$ cat config.mk
export PLATFORM = sky130hd
export DESIGN_NAME = rar_mul
export DESIGN_NICKNAME = d
export VERILOG_FILES = /design/src/hw/rtl/rar_pkg.sv /design/src/hw/rtl/rar_mul.sv
export SDC_FILE = /design/constraint.sdc
export NUM_CORES = 2
export LEC_CHECK = 0
export ABC_AREA = 1
export BUFFER_PORTS_ARGS = -buffer_cell sky130_fd_sc_hd__buf_2
export CAP_MARGIN = 20
export CORE_MARGIN = 2
export CORE_UTILIZATION = 55
export CTS_CLUSTER_SIZE = 40
export DETAILED_ROUTE_END_ITERATION = 8
export GPL_TIMING_DRIVEN = 0
export PLACE_DENSITY = 0.77
export REMOVE_ABC_BUFFERS = 1
export SETUP_SLACK_MARGIN = 0.4
export SYNTH_ARGS = -nofsm -noshare
export SYNTH_HDL_FRONTEND = slang
export SYNTH_SLANG_ARGS = --single-unit
$ cat constraint.sdc
create_clock -name clk_i -period 10.3 [get_ports clk_i]
set_input_delay 1.545 -clock clk_i [delete_from_list [all_inputs] [get_ports clk_i]]
set_output_delay 1.545 -clock clk_i [all_outputs]
set_load 0.05 [all_outputs]
$ cat src/hw/rtl/rar_pkg.sv
package rar_pkg;

  localparam int ValueBits = 62;
  localparam int NumW      = ValueBits + 1;
  localparam int DenW      = ValueBits;
  localparam int WordW     = 64;
  localparam int WideW     = 128;
  localparam int NumHighW  = 61;
  localparam int DenHighW  = 60;

  typedef struct packed {
    logic             neg;
    logic [WideW-1:0] mag;
  } sm_t;

  // signed-magnitude add; equal magnitudes with opposite signs keep the first sign
  function automatic sm_t add_sm(input logic sx, input logic [WideW-1:0] x,
                                 input logic sy, input logic [WideW-1:0] y);
    sm_t r;
    if (sx == sy) begin
      r.neg = sx;
      r.mag = x + y;
    end else if (x >= y) begin
      r.neg = sx;
      r.mag = x - y;
    end else begin
      r.neg = sy;
      r.mag = y - x;
    end
    return r;
  endfunction

endpackage

$ cat src/hw/rtl/rar_mul.sv
module rar_mul (
  input  logic                     clk_i,
  input  logic                     rst_ni,
  input  logic                     start_i,
  input  logic [rar_pkg::WordW-1:0] a_i,
  input  logic [rar_pkg::WordW-1:0] b_i,
  output logic                     done_o,
  output logic [rar_pkg::WideW-1:0] prod_o
);
  import rar_pkg::*;

  logic             run_q;
  logic             done_q;
  logic [2:0]       cnt_q;
  logic [WordW-1:0] a_q;
  logic [WordW-1:0] b_q;
  logic [WordW-1:0] part_q;
  logic [1:0]       sh_q;
  logic [WideW-1:0] acc_q;
  logic [31:0]      a_part;
  logic [31:0]      b_part;
  logic [WideW-1:0] term;

  always_comb begin
    a_part = cnt_q[1] ? a_q[63:32] : a_q[31:0];
    b_part = cnt_q[0] ? b_q[63:32] : b_q[31:0];
    case (sh_q)
      2'd0:    term = {64'd0, part_q};
      2'd1:    term = {32'd0, part_q, 32'd0};
      2'd2:    term = {part_q, 64'd0};
      default: term = '0;
    endcase
  end

  always_ff @(posedge clk_i or negedge rst_ni) begin
    if (!rst_ni) begin
      run_q  <= 1'b0;
      done_q <= 1'b0;
      cnt_q  <= '0;
    end else begin
      done_q <= 1'b0;
      if (start_i) begin
        run_q <= 1'b1;
        cnt_q <= '0;
      end else if (run_q) begin
        cnt_q <= cnt_q + 3'd1;
        if (cnt_q == 3'd4) begin
          run_q  <= 1'b0;
          done_q <= 1'b1;
        end
      end
    end
  end

  always_ff @(posedge clk_i) begin
    if (start_i) begin
      a_q   <= a_i;
      b_q   <= b_i;
      acc_q <= '0;
    end else if (run_q) begin
      if (cnt_q != 3'd0) acc_q <= acc_q + term;
      if (cnt_q < 3'd4) begin
        part_q <= a_part * b_part;
        sh_q   <= {1'b0, cnt_q[1]} + {1'b0, cnt_q[0]};
      end
    end
  end

  assign done_o = done_q;
  assign prod_o = acc_q;

endmodule

==> key figures <==
Status
  – Status: finished, final reports clean

Final layout
  – Final std cells w/o fill: 9993
  – Most frequent cells in the layout: nand2_1, inv_1, nor2_1
  – Most common library cell in the layout ignoring fill and taps: nand2_1
  – Layout cell share with drive strength beyond 1: 0.0834
  – Antenna Diode Count: 0
  – Util after Layout: 0.603
  – Area growth syn-to-layout: 8.58%
  – Filler instances: 9964
  – Layout Nets: 9978

Synth
  – Sequential area share after synthesis: 0.143
  – Yosys cell types: 53
  – Post-synthesis cell count: about 8400
  – Predominant post-synthesis flop cell: edfxtp_1
  – Syn avg cell area: 7.09 µm²
  – EDFF count, synth: ~190
  – Post-synth ARST share: 0.0153
  – Yosys reg bits: roughly 330
  – Syn Std Cell Area: 0.0596 mm²
  – Warnings from Yosys: 0

Die
  – Die area: 0.111 mm²
  – # IOs: 260
  – Die Ht: 333 µm
  – Row count: 120
  – Die X: 333 µm
  – Starting Density: 0.556
  – Core area: 0.107 mm²

Clocking
  – Number of CTS-inserted buffers: 42
  – CTS tree: built
  – CTS root buf: clkbuf_16
  – Max clock buf depth: 3
  – H-tree depth: 2
  – Clock slew at the register clock pins of the worst setup and hold paths: 0.06 ns
  – Post-CTS Setup Repair Bufs: 0
  – Worst skew pair latency: 0.63 ns
  – Clk sinks: about 330

Detailed routing
  – Via/cell ratio: 5.49
  – WL/cell: 23.5 µm
  – Number of iterations in the first detailed-routing pass: 6
  – WL final: ~230000 µm
  – Drt first-iter violations: 4957
  – ANT nets after route: 0
  – Drt drc: 0
  – Vias: 54900

Timing
  – Clk_skew: around 0.043 ns
  – Hold slack: 0.532 ns
  – Worst Tran Pin Value: 1.17 ns
  – Final Cycle Share: 0.944
  – Fin crit period: between 9 and 10 ns
  – RSZ-0062 raised after global routing: true
  – Final hold violations: 0
  – Final Setup Violations: 0
  – Slew Viols, Final: 0
  – Fmax: 103 MHz
  – Worst slew margin: 0.220

Worst setup path
  – Crit Path Max Fanout: 33
  – Critical Path Most Common Cell: fa_1
  – Crit-path slowest cell: clkinv_1
  – Element type at the critical path end: register
  – Required time of the worst setup path: ~11 ns
  – WS Path Type: register to register
  – Setup crit start kind: register
  – CP max stage delay: 0.71 ns
  – Arr. time, crit path: 10.10 ns

Global routing
  – First-pass GRT wire length: 347000 µm
  – Vias in the first global route: between 50000 and 60000
  – Overflow after GRT: 0
  – Initial antenna violation count: 3
  – GRT busiest layer: met2
  – Met3 Usage GRT: 0.0883
  – Met2 usage: 0.703
  – Met1 Use GR: 0.487
  – Tot GR Track Use: 0.427
  – Largest net degree at the start of global routing: 136

Worst hold path
  – Worst Hold Class: register to register

Place
  – Final GP Congestion: 1.06
  – IO buf count: 259
  – Dpl hpwl: around 200000 µm
  – Placed cell count: around 9900

Run
  – Max_cap viols: 0
==> flip-flops by register name, indices dropped and copies added, names as in the netlist <==
| register | count |
|---|---|
| b_q | 64 |
| sh_q | 2 |
| done_o | 1 |
| a_q | 64 |
| part_q | 64 |
| cnt_q | 3 |
| run_q | 1 |
| prod_o | 128 |
==> timing repair <==
action	in CTS	in global routing
endpoints found under the setup margin	2	13
resized for setup	1	2
hold buffers	0	0
==> cell families after synthesis <==
kind of cell               share of synthesized area
DFF                                            0.143
buffers and inverters                          0.149
AOI/OAI and AO/OA                             0.0476
and+or+nand+nor                                0.259
xor gates and xnor gates                      0.0176
adders and majority gates                      0.383
==> metal layers <==
metal | up-vias | part of all wire
met2 | 3048 | 0.46
met4 | 4 | 0.098
met3 | 940 | 0.093
li1 | 24900 | -
met5 | - | 0.00011
met1 | 26000 | 0.35
==> per-stage QoR <==
stage | setup TNS (ns) | setup WS [ns] | instance area (µm²)
after floorplan | 0 | 1.34 | 58700
after global placement | -399.98 | -5.23 | 61700
after detailed placement | 0 | 0.347 | 63400
after CTS | 0 | 0.597 | 64700
after global routing | 0 | 0.304 | 64800
final | 0 | 0.573 | 64800
==> final timing paths <==
path	depth (start not counted)	end	from	slack, ns
min in group asynchronous	1	cnt_q[1]	rst_ni	0.76
min	2	prod_o[2]	prod_o[2]	0.53
max reg2reg	28	part_q[58]	cnt_q[1]	0.57
max in group asynchronous	1	cnt_q[0]	rst_ni	9.39
max	28	part_q[58]	cnt_q[1]	0.57
min reg2reg	2	prod_o[2]	prod_o[2]	0.53
==> final cells by class <==
type	count	area, µm²	share of cell area
tap	1403	1760	0.0271
multi-input combinational	5743	42500	0.657
sequential	327	8520	0.131
inverter	2112	7940	0.123
timing repair buffer	332	2690	0.0416
clock buffer	57	1170	0.0181
clock inverter	19	173	0.00267
==> synth_stat cells, types with 18 or more instances <==
cell	instances	share of area
nand3_2	18	0.0030
fa_1	897	0.30
nand4_1	31	0.0033
nand2_2	45	0.0047
a21oi_1	159	0.013
nor3_1	30	0.0025
inv_2	55	0.0035
xor2_1	99	0.015
ha_1	392	0.082
clkbuf_1	128	0.0081
a31oi_1	22	0.0023
o21ai_0	139	0.012
clkinv_1	18	0.0011
inv_1	2039	0.13
or2_2	57	0.0060
nand3_1	166	0.014
a21o_1	21	0.0026
o21ai_2	18	0.0026
nor2_1	1270	0.080
buf_2	88	0.0074
edfxtp_1	194	0.098
nand2_1	2127	0.13
dfxtp_1	128	0.043
o21ai_1	29	0.0024
xnor2_1	21	0.0031
nor2_2	54	0.0057
o22ai_1	64	0.0067
==> critical path: cells and delay by family, from the launching register on <==
family / cells / cell delay, ns
AO/OA/AOI/OAI: 2 / 0.35
buffers and inverters: 7 / 1.69
adder cells (fa/ha/maj): 9 / 4.19
flip-flops: 1 / 0.64
AND/OR/NAND/NOR: 10 / 2.55
Power is left out: the tool's default activity adds up to more than one toggle a clock period on the data nets, which glitch-free logic cannot reach.
