--- src/hw/rtl/rar_pkg.sv ---
package rar_pkg;

  localparam int ValueBits = 62;
  localparam int NumW      = ValueBits + 1;
  localparam int DenW      = ValueBits;
  localparam int WordW     = 64;
  localparam int WideW     = 128;
  localparam int NumHighW  = 61;
  localparam int DenHighW  = 60;

  typedef struct packed {
    logic             neg;
    logic [WideW-1:0] mag;
  } sm_t;

  // signed-magnitude add; equal magnitudes with opposite signs keep the first sign
  function automatic sm_t add_sm(input logic sx, input logic [WideW-1:0] x,
                                 input logic sy, input logic [WideW-1:0] y);
    sm_t r;
    if (sx == sy) begin
      r.neg = sx;
      r.mag = x + y;
    end else if (x >= y) begin
      r.neg = sx;
      r.mag = x - y;
    end else begin
      r.neg = sy;
      r.mag = y - x;
    end
    return r;
  endfunction

endpackage

--- src/hw/rtl/rar_div.sv ---
module rar_div (
  input  logic                     clk_i,
  input  logic                     rst_ni,
  input  logic                     start_i,
  input  logic [rar_pkg::WideW-1:0] dividend_i,
  input  logic [rar_pkg::DenW-1:0]  divisor_i,
  output logic                     done_o,
  output logic [rar_pkg::WideW-1:0] quo_o,
  output logic [rar_pkg::DenW-1:0]  rem_o
);
  import rar_pkg::*;

  logic             run_q;
  logic             done_q;
  logic [6:0]       cnt_q;
  logic [WideW-1:0] n_q;
  logic [DenW-1:0]  d_q;
  logic [DenW-1:0]  r_q;
  logic [DenW:0]    trial;
  logic             ge;
  logic [DenW:0]    diff;

  always_comb begin
    trial = {r_q, n_q[WideW-1]};
    ge    = trial >= {1'b0, d_q};
    diff  = trial - {1'b0, d_q};
  end

  always_ff @(posedge clk_i or negedge rst_ni) begin
    if (!rst_ni) begin
      run_q  <= 1'b0;
      done_q <= 1'b0;
      cnt_q  <= '0;
    end else begin
      done_q <= 1'b0;
      if (start_i) begin
        run_q <= 1'b1;
        cnt_q <= '0;
      end else if (run_q) begin
        cnt_q <= cnt_q + 7'd1;
        if (cnt_q == 7'd127) begin
          run_q  <= 1'b0;
          done_q <= 1'b1;
        end
      end
    end
  end

  always_ff @(posedge clk_i) begin
    if (start_i) begin
      n_q <= dividend_i;
      d_q <= divisor_i;
      r_q <= '0;
    end else if (run_q) begin
      n_q <= {n_q[WideW-2:0], ge};
      r_q <= ge ? diff[DenW-1:0] : trial[DenW-1:0];
    end
  end

  assign done_o = done_q;
  assign quo_o  = n_q;
  assign rem_o  = r_q;

endmodule

--- config.mk ---
export PLATFORM = sky130hd
export DESIGN_NAME = rar_div
export DESIGN_NICKNAME = d
export VERILOG_FILES = /design/src/hw/rtl/rar_pkg.sv /design/src/hw/rtl/rar_div.sv
export SDC_FILE = /design/constraint.sdc
export NUM_CORES = 1
export LEC_CHECK = 0
export BUFFER_PORTS_ARGS = -buffer_cell sky130_fd_sc_hd__buf_2
export CORE_AREA = 4 4 246 248
export DETAILED_ROUTE_END_ITERATION = 8
export DIE_AREA = 0 0 250 252
export PLACE_DENSITY = 0.48
export SLEW_MARGIN = 0
export SYNTH_ARGS = -nofsm -noshare
export SYNTH_HDL_FRONTEND = slang
export SYNTH_SLANG_ARGS = --single-unit
--- constraint.sdc ---
create_clock -name clk_i -period 3.9 [get_ports clk_i]
set_clock_uncertainty 0.1 [all_clocks]
set_input_delay 0.39 -clock clk_i [delete_from_list [all_inputs] [get_ports clk_i]]
set_output_delay 0.39 -clock clk_i [all_outputs]
set_load 0.05 [all_outputs]
==> flow_summary.toml <==
[run_status]
status = "complete, no violations"

[critical_path]
crit_type = "reg2reg"
path_max_fanout = 24
crit_slowest_cell = "mux2_2"
startpoint_type = "flop"
arrival_ps = 3870
crit_chain = "inv_1 -> ha_1 -> nand3_1 -> o21ba_2 -> o211a_1 -> o2111ai_1 -> and4b_1 -> o21ba_2 -> o31ai_4 -> buf_4 -> mux2_2 -> a22oi_1 -> o21ai_0"
required_ps = 4210
r2r_start = "d_q[3]$_DFFE_PP_"
cp_slowest_stage_delay_ps = 370
path_common_cell = "o21ba_2"
crit_path_start = "d_q[3]$_DFFE_PP_"
r2r_setup_slack_ps = 340
critPathCaptureType = "flop"

[yosys]
synth-simple-area-share = 0.103
syn-num-nets = 1613
netlist_area_um2 = 14400
synth_sequential_area_ratio = 0.497
ys_ff_latch = 261
synth_top_family_by_area = "compound AO/OA/AOI/OAI gates"
synth_ff_type = "edfxtp_1"
synth_xor_area_frac = 0.0310
synthAdderAreaFrac = 0.0560
yosysUniqueCellTypes = 70
synth_edf_count = 190
synth-compound-area-share = 0.159
ys_warn_count = 0
syn_inst = 1356
synth.area.mux_share = 0.108
syn_avg_cell_area_um2 = 10.6
async_flop_share = 0.0345

[placement]
dp.cells = 2451
gp_congestion = 0.840
post-place-ws_ps = 239
place_hpwl_mm = 38.3
io_buffers = 383

[clock_tree]
cts_buffer_depth = 3
cts_tree = "done"
postCtsSetupRepairBufs = 0
clockRootBuffer = "clkbuf_16"
cts_buffers = 34
clk_pin_slew_ps = 60
clock_sinks = 261
clk_latency_ps = 530
htreeDepth = 2

[global_routing]
grt_usage = 0.156
grt_pass1_vias = 12700
grt_max_degree = 128
gr-total-overflow = 0
antenna_found_initial = 14
grt_pass1_wl_mm = 76.9

[pwr]
intPower_uw = 7230
p_per_area_nw_per_um2 = 675
p_leak_uw = 0.00824
p_clk_frac = 0.243
power_frac_comb = 0.453
max-vdd-ir-drop_uv = 332
p_switching_uw = 5560
pwr-share-seq = 0.304
p_sw_frac = 0.435

[floorplanning]
die_x_um = 250
io_pins = 384
rows = 89
core_area_um2 = 58500
dieHeight_um = 252
initial_core_util = 0.247
die_area_um2 = 63000

[timing]
clock.fmax_ghz = 0.281
setup_viol = 0
tightest_slew_ps = 871
min_period_over_period = 0.912
relSlewSlack = 0.419
period_minus_slack_ps = 3560
rsz0062_at_grt = "false"
setup_ws_ps = 344
hold_viol_final = 0
fin_setup_tns_ps = 0
slew_viol_final = 0

[final_layout]
instances_no_fill = 2581
final_cell_mix = "buf_2, edfxtp_1, nor2_1"
syn2layout_area_growth_pct = 31.2
layout_commonest_cell = "buf_2"
fin_util = 0.324
drive_gt1_frac = 0.336
nNetsFinal = 2034
n_fill_cell = 6108

[drt]
firstDrtPassIters = 5
drt-total-wl_mm = 50.3
via_per_inst = 4.71
drc = 0
wl_per_cell_um = 19.5
postRouteAntennaNets = 0
drt_iter0_drc = 908
vias = 12200

[hold_path]
hp-start = "dividend_i[74]"
worstHoldPathType = "in2reg"

[flow_run]
cap_violations = 0
path summary, 6_finish.rpt:
path / to / cells past startpoint
worst min-delay path: quo_o[74]$_DFFE_PP_ / 2
worst max-delay path: rem_o[57]$_SDFFE_PP0P_ / 13
max in group asynchronous: run_q$_DFF_PN0_ / 2
min in group asynchronous: done_o$_DFF_PN0_ / 2
worst min register to register: rem_o[37]$_SDFFE_PP0P_ / 2
worst max register to register: rem_o[57]$_SDFFE_PP0P_ / 13
Yosys cell counts, types with 3 or more instances:
master,count,area share
a32oi_1,4,0.0024
o21bai_1,18,0.0094
nor4_1,3,0.0013
o211ai_1,8,0.0042
o221ai_1,4,0.0024
a211oi_1,39,0.020
a21o_1,36,0.019
o21ai_0,44,0.015
and3_1,10,0.0043
nand2b_1,6,0.0026
nor2_1,140,0.036
dfrtp_1,9,0.016
o31a_1,4,0.0024
edfxtp_1,190,0.40
a311oi_1,4,0.0024
o21ba_2,4,0.0028
nor2b_1,7,0.0030
clkbuf_1,51,0.013
a22o_1,3,0.0018
o2111ai_1,3,0.0018
a21oi_1,126,0.044
or3_1,9,0.0039
buf_2,22,0.0076
a31oi_1,10,0.0043
o31ai_1,3,0.0016
mux2_2,133,0.10
nand3_1,18,0.0062
xnor2_1,23,0.014
nand2_1,83,0.022
nor3_1,17,0.0059
buf_4,3,0.0016
a21boi_0,5,0.0026
inv_1,76,0.020
o21a_1,5,0.0026
buf_1,3,0.00078
xor2_1,28,0.017
o211a_1,3,0.0021
ha_1,63,0.055
mux2i_1,6,0.0042
and2_1,3,0.0013
nand4_1,29,0.013
dfxtp_1,62,0.086
stage by stage:
step	hold WS [ps]	total power, uW	cell area, um2
after floorplan	-5.59	8100	14400
after global placement	158	9680	17200
after detailed placement	159	9690	17200
after CTS	0.317	13000	18900
after global routing	20.2	13600	18900
final	55.3	12800	18900
per-layer routing:
layer	track usage	part of all wire	up-vias
met5	0	0.0014	-
met4	0.0404	0.022	10
met3	0.0464	0.077	67
met2	0.276	0.50	409
met1	0.185	0.40	5817
li1	-	-	5861
area by class of cell:
cell class / count / area (um2) / share of cell area
Antenna cell: 6 / 15.0 / 0.000793
Clock buffer: 50 / 1010 / 0.0531
Clock inverter: 11 / 90.1 / 0.00476
Inverter: 79 / 300 / 0.0159
Multi-Input combinational cell: 933 / 6610 / 0.349
Sequential cell: 261 / 7170 / 0.379
Tap cell: 773 / 967 / 0.0511
Timing Repair Buffer: 468 / 2770 / 0.146
kinds of logic after synthesis:
group	count (synthesis)
AND/OR/NAND/NOR	331
buffers and inverters	162
AO/OA/AOI/OAI	348
XOR/XNOR	51
flip-flops	261
adder cells (fa/ha/maj)	64
multiplexers	139
critical path, delay by kind of cell, from the launching register on:
| family | cells | cell delay [ps] |
|---|---|---|
| buffers and inverters | 2 | 390 |
| DFF | 1 | 350 |
| and+or+nand+nor | 2 | 450 |
| AOI/OAI and AO/OA | 7 | 1410 |
| adders and majority gates | 1 | 360 |
| muxes | 1 | 370 |
power groups by stage:
stage	clock [uW]	sequential, uW	combinational, uW
after detailed placement	0	3950	5740
after global routing	3350	3960	6290
after CTS	3250	3900	5820
after global placement	0	3940	5750
after floorplan	0	5150	2950
final	3110	3890	5790
flip-flops by register name, summed over array words and instances, names as in the netlist:
| name | count |
|---|---|
| quo_o | 128 |
| d_q | 62 |
| rem_o | 62 |
| cnt_q | 7 |
| done_o | 1 |
| run_q | 1 |
timing repair:
item | CTS | global route
hold buffers | 63 | 0
hold endpoints to repair | 71 | 0
resized for setup | 0 | 2
endpoints found under the setup margin | 0 | 2
Note: power is estimated with default switching activity, not from simulation.
